<file path="src/design/plc_pkg.sv">
package plc_pkg;

	// Field widths of the command and result channels.
	localparam int CMD_W    = 3;
	localparam int POS_W    = 8;
	localparam int VALUE_W  = 32;
	localparam int STATUS_W = 3;

	// Command codes. Code seven is handled as a show.
	localparam logic [CMD_W-1:0] CMD_ADD_FIRST = 3'd0;
	localparam logic [CMD_W-1:0] CMD_ADD_LAST  = 3'd1;
	localparam logic [CMD_W-1:0] CMD_ADD_AT    = 3'd2;
	localparam logic [CMD_W-1:0] CMD_DEL_FIRST = 3'd3;
	localparam logic [CMD_W-1:0] CMD_DEL_LAST  = 3'd4;
	localparam logic [CMD_W-1:0] CMD_DEL_AT    = 3'd5;
	localparam logic [CMD_W-1:0] CMD_SHOW      = 3'd6;

	// Status codes carried by the status item.
	localparam logic [STATUS_W-1:0] STS_DONE   = 3'd0;
	localparam logic [STATUS_W-1:0] STS_EMPTY  = 3'd1;
	localparam logic [STATUS_W-1:0] STS_BADPOS = 3'd2;
	localparam logic [STATUS_W-1:0] STS_BELOW  = 3'd3;
	localparam logic [STATUS_W-1:0] STS_FULL   = 3'd4;

	// Result item kinds.
	localparam logic KIND_STATUS  = 1'b0;
	localparam logic KIND_ELEMENT = 1'b1;

	// Operation broadcast to every cell of the row.
	typedef enum logic [1:0] {
		OP_HOLD   = 2'd0,
		OP_INSERT = 2'd1,
		OP_DELETE = 2'd2,
		OP_ROTATE = 2'd3
	} plc_op_t;

	typedef struct packed {
		plc_op_t                    op;
		logic signed [VALUE_W-1:0]  value;
	} plc_ctrl_t;

endpackage

</file>
<file path="src/design/plc_cell.sv">
module plc_cell #(
	parameter int IW = 5
) (
	input  logic                                  clk,
	input  plc_pkg::plc_ctrl_t                    ctrl,
	input  logic [IW-1:0]                         pos_k,
	input  logic [IW-1:0]                         cell_idx,
	input  logic signed [plc_pkg::VALUE_W-1:0]    left_in,
	input  logic signed [plc_pkg::VALUE_W-1:0]    right_in,
	output logic signed [plc_pkg::VALUE_W-1:0]    data_q
);

	logic signed [plc_pkg::VALUE_W-1:0] data_nxt;

	// Insert opens a gap at the target slot, delete closes it, rotate moves toward the head.
	always_comb begin
		data_nxt = data_q;
		unique case (ctrl.op)
			plc_pkg::OP_HOLD: begin
				data_nxt = data_q;
			end
			plc_pkg::OP_INSERT: begin
				priority if (cell_idx == pos_k) begin
					data_nxt = ctrl.value;
				end else if (cell_idx > pos_k) begin
					data_nxt = left_in;
				end else begin
					data_nxt = data_q;
				end
			end
			plc_pkg::OP_DELETE: begin
				if (cell_idx >= pos_k) begin
					data_nxt = right_in;
				end
			end
			plc_pkg::OP_ROTATE: begin
				data_nxt = right_in;
			end
		endcase
	end

	always_ff @(posedge clk) begin
		data_q <= data_nxt;
	end

endmodule

</file>
<file path="src/design/plc_chain.sv">
module plc_chain #(
	parameter int CAPACITY = 32
) (
	input  logic                                          clk,
	input  plc_pkg::plc_ctrl_t                            ctrl,
	input  logic [((CAPACITY > 1) ? $clog2(CAPACITY) : 1)-1:0] pos_k,
	output logic signed [plc_pkg::VALUE_W-1:0]            head
);

	localparam int IW = (CAPACITY > 1) ? $clog2(CAPACITY) : 1;

	logic signed [plc_pkg::VALUE_W-1:0] cell_data [CAPACITY];

	// Row of cells; the far end wraps to the head so a rotation walks the whole list.
	for (genvar i = 0; i < CAPACITY; i++) begin : g_cell
		logic signed [plc_pkg::VALUE_W-1:0] left_w;
		logic signed [plc_pkg::VALUE_W-1:0] right_w;

		if (i == 0) begin : g_first
			assign left_w = '0;
		end else begin : g_mid
			assign left_w = cell_data[i-1];
		end

		if (i == CAPACITY - 1) begin : g_last
			assign right_w = cell_data[0];
		end else begin : g_inner
			assign right_w = cell_data[i+1];
		end

		plc_cell #(
			.IW(IW)
		) u_cell (
			.clk      (clk),
			.ctrl     (ctrl),
			.pos_k    (pos_k),
			.cell_idx (IW'(i)),
			.left_in  (left_w),
			.right_in (right_w),
			.data_q   (cell_data[i])
		);
	end

	assign head = cell_data[0];

endmodule

</file>
<file path="src/design/positional_list_engine_top.sv">
// Positional list engine: a bounded list of signed 32-bit values held in order
// in a row of CAPACITY cells, position one in the first cell.
// Command channel (cmd, position, value) and result channel (item_kind, status,
// element, last_item) both use valid and stall; a transfer happens on a clock
// edge with valid high and stall low.
// Each command gives one status item. Unless it fails on a position or on a
// full list, the status item is followed by the elements from head to tail;
// the final item of every command has last_item set.
// The command passes the execute state, where insert and delete are applied in
// the cell row with all cells moving together, and then the status state, from
// which the status item is registered at the output. The readout then rotates
// the row through CAPACITY steps, one element per cycle from the first cell
// while the result channel does not stall. The next command is taken once the
// rotation ends, or once the status item is registered when no list follows.
// A stall on the result channel freezes the rotation while an element waits;
// the output register holds its item until it is taken.
// Reset empties the list and clears the pending result; stored values are not
// cleared, since a cell is only read after it has been written.
module positional_list_engine_top #(
	parameter int CAPACITY = 32
) (
	input  logic                                  clk,
	input  logic                                  arst_n,
	input  logic                                  cmd_valid,
	output logic                                  cmd_stall,
	input  logic [plc_pkg::CMD_W-1:0]             cmd,
	input  logic [plc_pkg::POS_W-1:0]             position,
	input  logic signed [plc_pkg::VALUE_W-1:0]    value,
	output logic                                  res_valid,
	input  logic                                  res_stall,
	output logic                                  item_kind,
	output logic [plc_pkg::STATUS_W-1:0]          status,
	output logic signed [plc_pkg::VALUE_W-1:0]    element,
	output logic                                  last_item
);

	localparam int IW = (CAPACITY > 1) ? $clog2(CAPACITY) : 1;
	localparam int CW = $clog2(CAPACITY + 1);

	typedef enum logic [3:0] {
		ST_IDLE = 4'b0001,
		ST_EXEC = 4'b0010,
		ST_STAT = 4'b0100,
		ST_READ = 4'b1000
	} state_t;

	state_t                               state_q;
	logic [plc_pkg::CMD_W-1:0]            cmd_q;
	logic [plc_pkg::POS_W-1:0]            pos_q;
	logic signed [plc_pkg::VALUE_W-1:0]   value_q;
	logic [CW-1:0]                        count_q;
	logic [plc_pkg::STATUS_W-1:0]         code_q;
	logic                                 with_list_q;
	logic [IW-1:0]                        step_q;

	logic                                 res_valid_q;
	logic                                 item_kind_q;
	logic [plc_pkg::STATUS_W-1:0]         status_q;
	logic signed [plc_pkg::VALUE_W-1:0]   element_q;
	logic                                 last_q;

	logic                                 cmd_xfer;
	logic                                 out_free;
	logic                                 full;
	logic [plc_pkg::POS_W:0]              pos_x;
	logic [plc_pkg::POS_W:0]              cnt_x;
	logic [plc_pkg::STATUS_W-1:0]         ex_code;
	logic                                 ex_list;
	plc_pkg::plc_op_t                     ex_op;
	logic [IW-1:0]                        ex_k;
	logic [CW-1:0]                        list_n;
	logic                                 want_emit;
	logic                                 read_rotate;
	logic                                 step_last;
	logic                                 stat_emit;
	logic                                 read_emit;
	plc_pkg::plc_ctrl_t                   chain_ctrl;
	logic signed [plc_pkg::VALUE_W-1:0]   head_value;

	assign cmd_stall = (state_q != ST_IDLE);
	assign cmd_xfer  = cmd_valid && !cmd_stall;
	assign out_free  = !res_valid_q || !res_stall;

	// Command decode against the current fill count.
	assign full  = (count_q == CW'(CAPACITY));
	assign pos_x = {1'b0, pos_q};
	assign cnt_x = (plc_pkg::POS_W + 1)'(count_q);

	always_comb begin
		ex_code = plc_pkg::STS_DONE;
		ex_list = 1'b1;
		ex_op   = plc_pkg::OP_HOLD;
		ex_k    = '0;
		unique case (cmd_q)
			plc_pkg::CMD_ADD_FIRST, plc_pkg::CMD_ADD_LAST: begin
				if (full) begin
					ex_code = plc_pkg::STS_FULL;
					ex_list = 1'b0;
				end else begin
					ex_op = plc_pkg::OP_INSERT;
					ex_k  = (cmd_q == plc_pkg::CMD_ADD_FIRST) ? '0 : IW'(count_q);
				end
			end
			plc_pkg::CMD_ADD_AT: begin
				priority if (pos_q == '0) begin
					ex_code = plc_pkg::STS_BELOW;
					ex_list = 1'b0;
				end else if (pos_x > cnt_x + 1'b1) begin
					ex_code = plc_pkg::STS_BADPOS;
					ex_list = 1'b0;
				end else if (full) begin
					ex_code = plc_pkg::STS_FULL;
					ex_list = 1'b0;
				end else begin
					ex_op = plc_pkg::OP_INSERT;
					ex_k  = IW'(pos_q - 1'b1);
				end
			end
			plc_pkg::CMD_DEL_FIRST, plc_pkg::CMD_DEL_LAST: begin
				if (count_q == '0) begin
					ex_code = plc_pkg::STS_EMPTY;
				end else begin
					ex_op = plc_pkg::OP_DELETE;
					ex_k  = (cmd_q == plc_pkg::CMD_DEL_FIRST) ? '0 : IW'(count_q - 1'b1);
				end
			end
			plc_pkg::CMD_DEL_AT: begin
				priority if (pos_q == '0) begin
					ex_code = plc_pkg::STS_BELOW;
					ex_list = 1'b0;
				end else if (pos_q == plc_pkg::POS_W'(1) && count_q == '0) begin
					ex_code = plc_pkg::STS_EMPTY;
				end else if (pos_x > cnt_x) begin
					ex_code = plc_pkg::STS_BADPOS;
					ex_list = 1'b0;
				end else begin
					ex_op = plc_pkg::OP_DELETE;
					ex_k  = IW'(pos_q - 1'b1);
				end
			end
			default: begin
				// Show, and the unused code seven.
				if (count_q == '0) begin
					ex_code = plc_pkg::STS_EMPTY;
				end
			end
		endcase
	end

	// Readout bookkeeping: the first list_n rotation steps each give one element.
	assign list_n      = with_list_q ? count_q : '0;
	assign want_emit   = (CW'(step_q) < list_n);
	assign read_rotate = (state_q == ST_READ) && (want_emit ? out_free : 1'b1);
	assign step_last   = (step_q == IW'(CAPACITY - 1));
	assign stat_emit   = (state_q == ST_STAT) && out_free;
	assign read_emit   = (state_q == ST_READ) && want_emit && out_free;

	// Control broadcast to the cell row.
	always_comb begin
		chain_ctrl.value = value_q;
		chain_ctrl.op    = plc_pkg::OP_HOLD;
		if (state_q == ST_EXEC) begin
			chain_ctrl.op = ex_op;
		end else if (read_rotate) begin
			chain_ctrl.op = plc_pkg::OP_ROTATE;
		end
	end

	plc_chain #(
		.CAPACITY(CAPACITY)
	) u_chain (
		.clk   (clk),
		.ctrl  (chain_ctrl),
		.pos_k (ex_k),
		.head  (head_value)
	);

	// Sequencer: take a command, apply it, send the status, rotate out the list.
	always_ff @(posedge clk or negedge arst_n) begin
		if (!arst_n) begin
			state_q <= ST_IDLE;
			count_q <= '0;
			step_q  <= '0;
		end else begin
			unique case (state_q)
				ST_IDLE: begin
					if (cmd_xfer) begin
						state_q <= ST_EXEC;
					end
				end
				ST_EXEC: begin
					if (ex_op == plc_pkg::OP_INSERT) begin
						count_q <= count_q + 1'b1;
					end else if (ex_op == plc_pkg::OP_DELETE) begin
						count_q <= count_q - 1'b1;
					end
					state_q <= ST_STAT;
				end
				ST_STAT: begin
					if (out_free) begin
						step_q  <= '0;
						state_q <= (list_n == '0) ? ST_IDLE : ST_READ;
					end
				end
				ST_READ: begin
					if (read_rotate) begin
						if (step_last) begin
							step_q  <= '0;
							state_q <= ST_IDLE;
						end else begin
							step_q <= step_q + 1'b1;
						end
					end
				end
				default: begin
					state_q <= ST_IDLE;
				end
			endcase
		end
	end

	// Command and decode holding registers.
	always_ff @(posedge clk) begin
		if (cmd_xfer) begin
			cmd_q   <= cmd;
			pos_q   <= position;
			value_q <= value;
		end
		if (state_q == ST_EXEC) begin
			code_q      <= ex_code;
			with_list_q <= ex_list;
		end
	end

	// Output register: holds a result item until its transfer.
	always_ff @(posedge clk or negedge arst_n) begin
		if (!arst_n) begin
			res_valid_q <= 1'b0;
		end else if (stat_emit || read_emit) begin
			res_valid_q <= 1'b1;
		end else if (!res_stall) begin
			res_valid_q <= 1'b0;
		end
	end

	always_ff @(posedge clk) begin
		if (stat_emit) begin
			item_kind_q <= plc_pkg::KIND_STATUS;
			status_q    <= code_q;
			element_q   <= '0;
			last_q      <= (list_n == '0);
		end else if (read_emit) begin
			item_kind_q <= plc_pkg::KIND_ELEMENT;
			status_q    <= plc_pkg::STS_DONE;
			element_q   <= head_value;
			last_q      <= (CW'(step_q) == list_n - 1'b1);
		end
	end

	assign res_valid = res_valid_q;
	assign item_kind = item_kind_q;
	assign status    = status_q;
	assign element   = element_q;
	assign last_item = last_q;

	// The fill count never passes the number of cells.
	a_count_bound: assert property (@(posedge clk) disable iff (!arst_n)
		count_q <= CW'(CAPACITY))
		else $error("fill count above capacity");

	// The list length only changes while a command is being applied.
	a_count_stable: assert property (@(posedge clk) disable iff (!arst_n)
		state_q != ST_EXEC |=> $stable(count_q))
		else $error("fill count changed outside command execution");

	// When the rotation ends, whatever still waits at the output closes the command.
	a_read_closes: assert property (@(posedge clk) disable iff (!arst_n)
		read_rotate && step_last |=> !res_valid_q || last_q)
		else $error("readout ended without a final item");

endmodule

</file>
<file path="config.mk">
export PLATFORM = sky130hd
export DESIGN_NAME = positional_list_engine_top
export DESIGN_NICKNAME = d
export VERILOG_FILES = /design/src/design/plc_pkg.sv /design/src/design/plc_cell.sv /design/src/design/plc_chain.sv /design/src/design/positional_list_engine_top.sv
export SDC_FILE = /design/constraint.sdc
export NUM_CORES = 2
export LEC_CHECK = 0
export BUFFER_PORTS_ARGS = -buffer_cell sky130_fd_sc_hd__buf_4
export CAP_MARGIN = 20
export CORE_MARGIN = 2
export CORE_UTILIZATION = 45
export DETAILED_ROUTE_END_ITERATION = 10
export MAX_ROUTING_LAYER = met4
export SYNTH_ARGS = -nofsm -noshare
export SYNTH_HDL_FRONTEND = slang
export SYNTH_SLANG_ARGS = --single-unit
</file>
<file path="constraint.sdc">
create_clock -name clk -period 6.1 [get_ports clk]
set_input_delay 1.525 -clock clk [delete_from_list [all_inputs] [get_ports clk]]
set_output_delay 1.525 -clock clk [all_outputs]
set_load 0.03 [all_outputs]
</file>
==> flow_summary.json <==
{
  "clockBufferDepth": 3,
  "cts_tree": "built",
  "cp_data_required_time_ns": 6.58,
  "syn_area_per_cell_um2": 10.8,
  "grt_pass1_wl_um": 285000,
  "drive_gt1_share_pct": 10.0,
  "worstHoldStart": "element[20]$_SDFFE_PP0P_",
  "cap_viol_max_count": 0,
  "worstReg2RegEnd": "u_chain.g_cell[28].u_cell.data_q[12]$_DFFE_PP_",
  "grt_max_degree": 202,
  "grt_pass1_vias": 41700,
  "dieArea_um2": 126000,
  "p_comb_share_pct": 35.0,
  "grt_usage_pct": 30.9,
  "fin_nets": 5101,
  "synth-edff-count": 1075,
  "ys.flop_type": "edfxtp_1",
  "setup_violations": 0,
  "synthesis.nets": 5222,
  "first_iter_violations": 6593,
  "clk_latency_ns": 0.74,
  "die_h_um": 355,
  "worstRegToRegCells": 14,
  "startpoint": "count_q[2]$_DFFE_PN0P_",
  "antenna_found_initial": 2,
  "die-width_um": 355,
  "reg2reg_slack_ns": 0.70,
  "hp-class": "reg2reg",
  "synth-seq-cells": 1124,
  "holdBufCountCts": 0,
  "slew_viol_final": 0,
  "rsz0062_at_grt": "false",
  "power_frac_clock_pct": 22.9,
  "clkTransAtPathRegs_ns": 0.06,
  "cts.sinks": 1124,
  "dp_hpwl_um": 119000,
  "crit_arrival_ns": 5.88,
  "finClkSkew_ns": 0.0496,
  "wl_um": 194000,
  "hold_depth": 2,
  "vdd_drop_max_mv": 0.317,
  "yosys_warnings": 0,
  "ys_seq_area_share_pct": 60.2,
  "syn2layout_area_growth_pct": 12.4,
  "p_seq_share_pct": 42.0,
  "power_w": 0.0316,
  "place.gp.congestion": 0.915,
  "syn_inst": 5148,
  "hold_viol_final": 0,
  "placementRows": 128,
  "core_um2": 122000,
  "cts_setup_buffers": 0,
  "setup.worst_path.end_class": "register",
  "cts_root_buf": "clkbuf_16",
  "wl_per_cell_um": 28.7,
  "final_common_cell": "edfxtp_1",
  "start_util_pct": 45.4,
  "min_to": "element[20]$_SDFFE_PP0P_",
  "synthDistinctLibCells": 73,
  "grt-ovfl-total": 0,
  "ant_nets": 0,
  "tightest_slew_ns": 1.11,
  "status": "finished, final reports clean",
  "syn-cell-area_um2": 55400,
  "hold_ws_ns": 0.457,
  "reg2reg_from": "count_q[2]$_DFFE_PN0P_",
  "cts-htree-levels": 3,
  "startpoint_type": "register",
  "async_reset_ff_share_pct": 1.42,
  "detail_route.vias_per_cell": 6.59,
  "io_buffers": 85,
  "intPower_w": 0.0193,
  "power_density_nw_per_um2": 508,
  "clock.fmax_mhz": 185,
  "p_sw_share_pct": 38.9,
  "min_period_ns": 5.40,
  "switchingPower_w": 0.0123,
  "drt_drc_violations_left": 0,
  "finalCritPeriodShare_pct": 88.6,
  "finalSetupTns_ns": 0,
  "cp_max_fo": 20,
  "slew_headroom_pct": 26.0,
  "vias": 44500,
  "mostFrequentLayoutCells": "edfxtp_1, nand2_1, nand3_1, o211ai_1, buf_4",
  "pin_count": 86,
  "final_util_pct": 51.0,
  "path_class": "reg2reg",
  "postCtsResizedCells": 0,
  "p_leak_nw": 20.7,
  "cts_buffers": 120,
  "dr.pass1.iters": 7
}
metal layers:
layer | GRT usage (%) | wire length, µm | share of wire [%]
met2 | 44.2 | 83800 | 43
met5 | - | 0 | 0
met4 | 8.80 | 5450 | 2.8
met1 | 44.3 | 82900 | 43
met3 | 6.48 | 21500 | 11
registers in the layout, summed over array words and instances (netlist names), 3 cells and up:
signal and flops:
element 32, code_q 3, step_q 5, count_q 6
pos_q 8, status 3, state_q 4, cmd_q 3
u_chain.g_cell.u_cell.data_q 1024, value_q 32
per-stage QoR:
| stage | instance area (µm²) | setup slack (ns) | cells |
|---|---|---|---|
| 2_1_floorplan | 55400 | 0.609 | 5148 |
| 3_3_place_gp | 58400 | 0.941 | 6528 |
| 3_5_place_dp | 58400 | 0.815 | 6529 |
| 4_1_cts | 62300 | 0.813 | 6752 |
| 5_1_grt | 62300 | 0.432 | 6753 |
| 6_report | 62300 | 0.695 | 6754 |
cell usage after synthesis (37+ instances only):
master,count,area (µm²)
a21oi_1,99,495
o21ai_0,180,901
a221o_1,125,1250
nand3_1,629,3150
mux2i_1,130,1300
clkbuf_1,429,1610
nor2_1,232,871
o211ai_1,615,4620
a31oi_1,72,450
buf_1,45,169
buf_2,44,220
edfxtp_1,1075,32300
nand4_1,83,519
nand2_1,989,3710
a22oi_1,37,278
final cells by class:
cell class                 count  area, µm²
antenna                        1       2.50
fill                       10900      59800
clock inverter                79        699
clock buffer                 144       3110
inverter                      19       71.3
timing repair buffer         278       2450
sequential                  1124      33300
multi-input combinational   3484      20600
tap                         1625       2030
critical path: stages (launching register included):
cell	delay (ns)
dfrtp_1	0.56
inv_1	0.20
nor3_1	0.43
nand3_1	0.16
xnor2_1	0.26
ha_1	0.29
a21o_1	0.16
a211oi_1	0.33
o21ai_0	0.30
o31a_1	0.37
nand2_1	0.45
nand2_1	0.17
nor3_1	0.79
a21oi_4	0.39
buf_12	0.29
cell families after synthesis:
kind of cell	share of synthesized area, %
AND/OR/NAND/NOR	16.3
AO/OA/AOI/OAI	16.5
flip-flops	60.2
buffers and inverters	3.78
multiplexers	2.37
adder cells (fa/ha/maj)	0.610
XOR/XNOR	0.269
worst max-delay path by stage:
stage	cells after the start	end
after floorplan	13	u_chain.g_cell[18].u_cell.data_q[0]$_DFFE_PP_
after global placement	13	u_chain.g_cell[26].u_cell.data_q[1]$_DFFE_PP_
after detailed placement	13	u_chain.g_cell[26].u_cell.data_q[1]$_DFFE_PP_
after CTS	13	u_chain.g_cell[26].u_cell.data_q[1]$_DFFE_PP_
after global routing	15	u_chain.g_cell[10].u_cell.data_q[5]$_DFFE_PP_
final	14	u_chain.g_cell[28].u_cell.data_q[12]$_DFFE_PP_
power groups by stage:
stage | Sequential, W | Clock, W | Combinational, W
global route | 0.0135 | 0.00760 | 0.0119
CTS | 0.0132 | 0.00731 | 0.0109
finish | 0.0133 | 0.00725 | 0.0111
floorplan | 0.0130 | 0 | 0.00675
global placement | 0.0133 | 0 | 0.0106
detailed placement | 0.0133 | 0 | 0.0109
No activity file was read; power rests on OpenSTA's default activity.
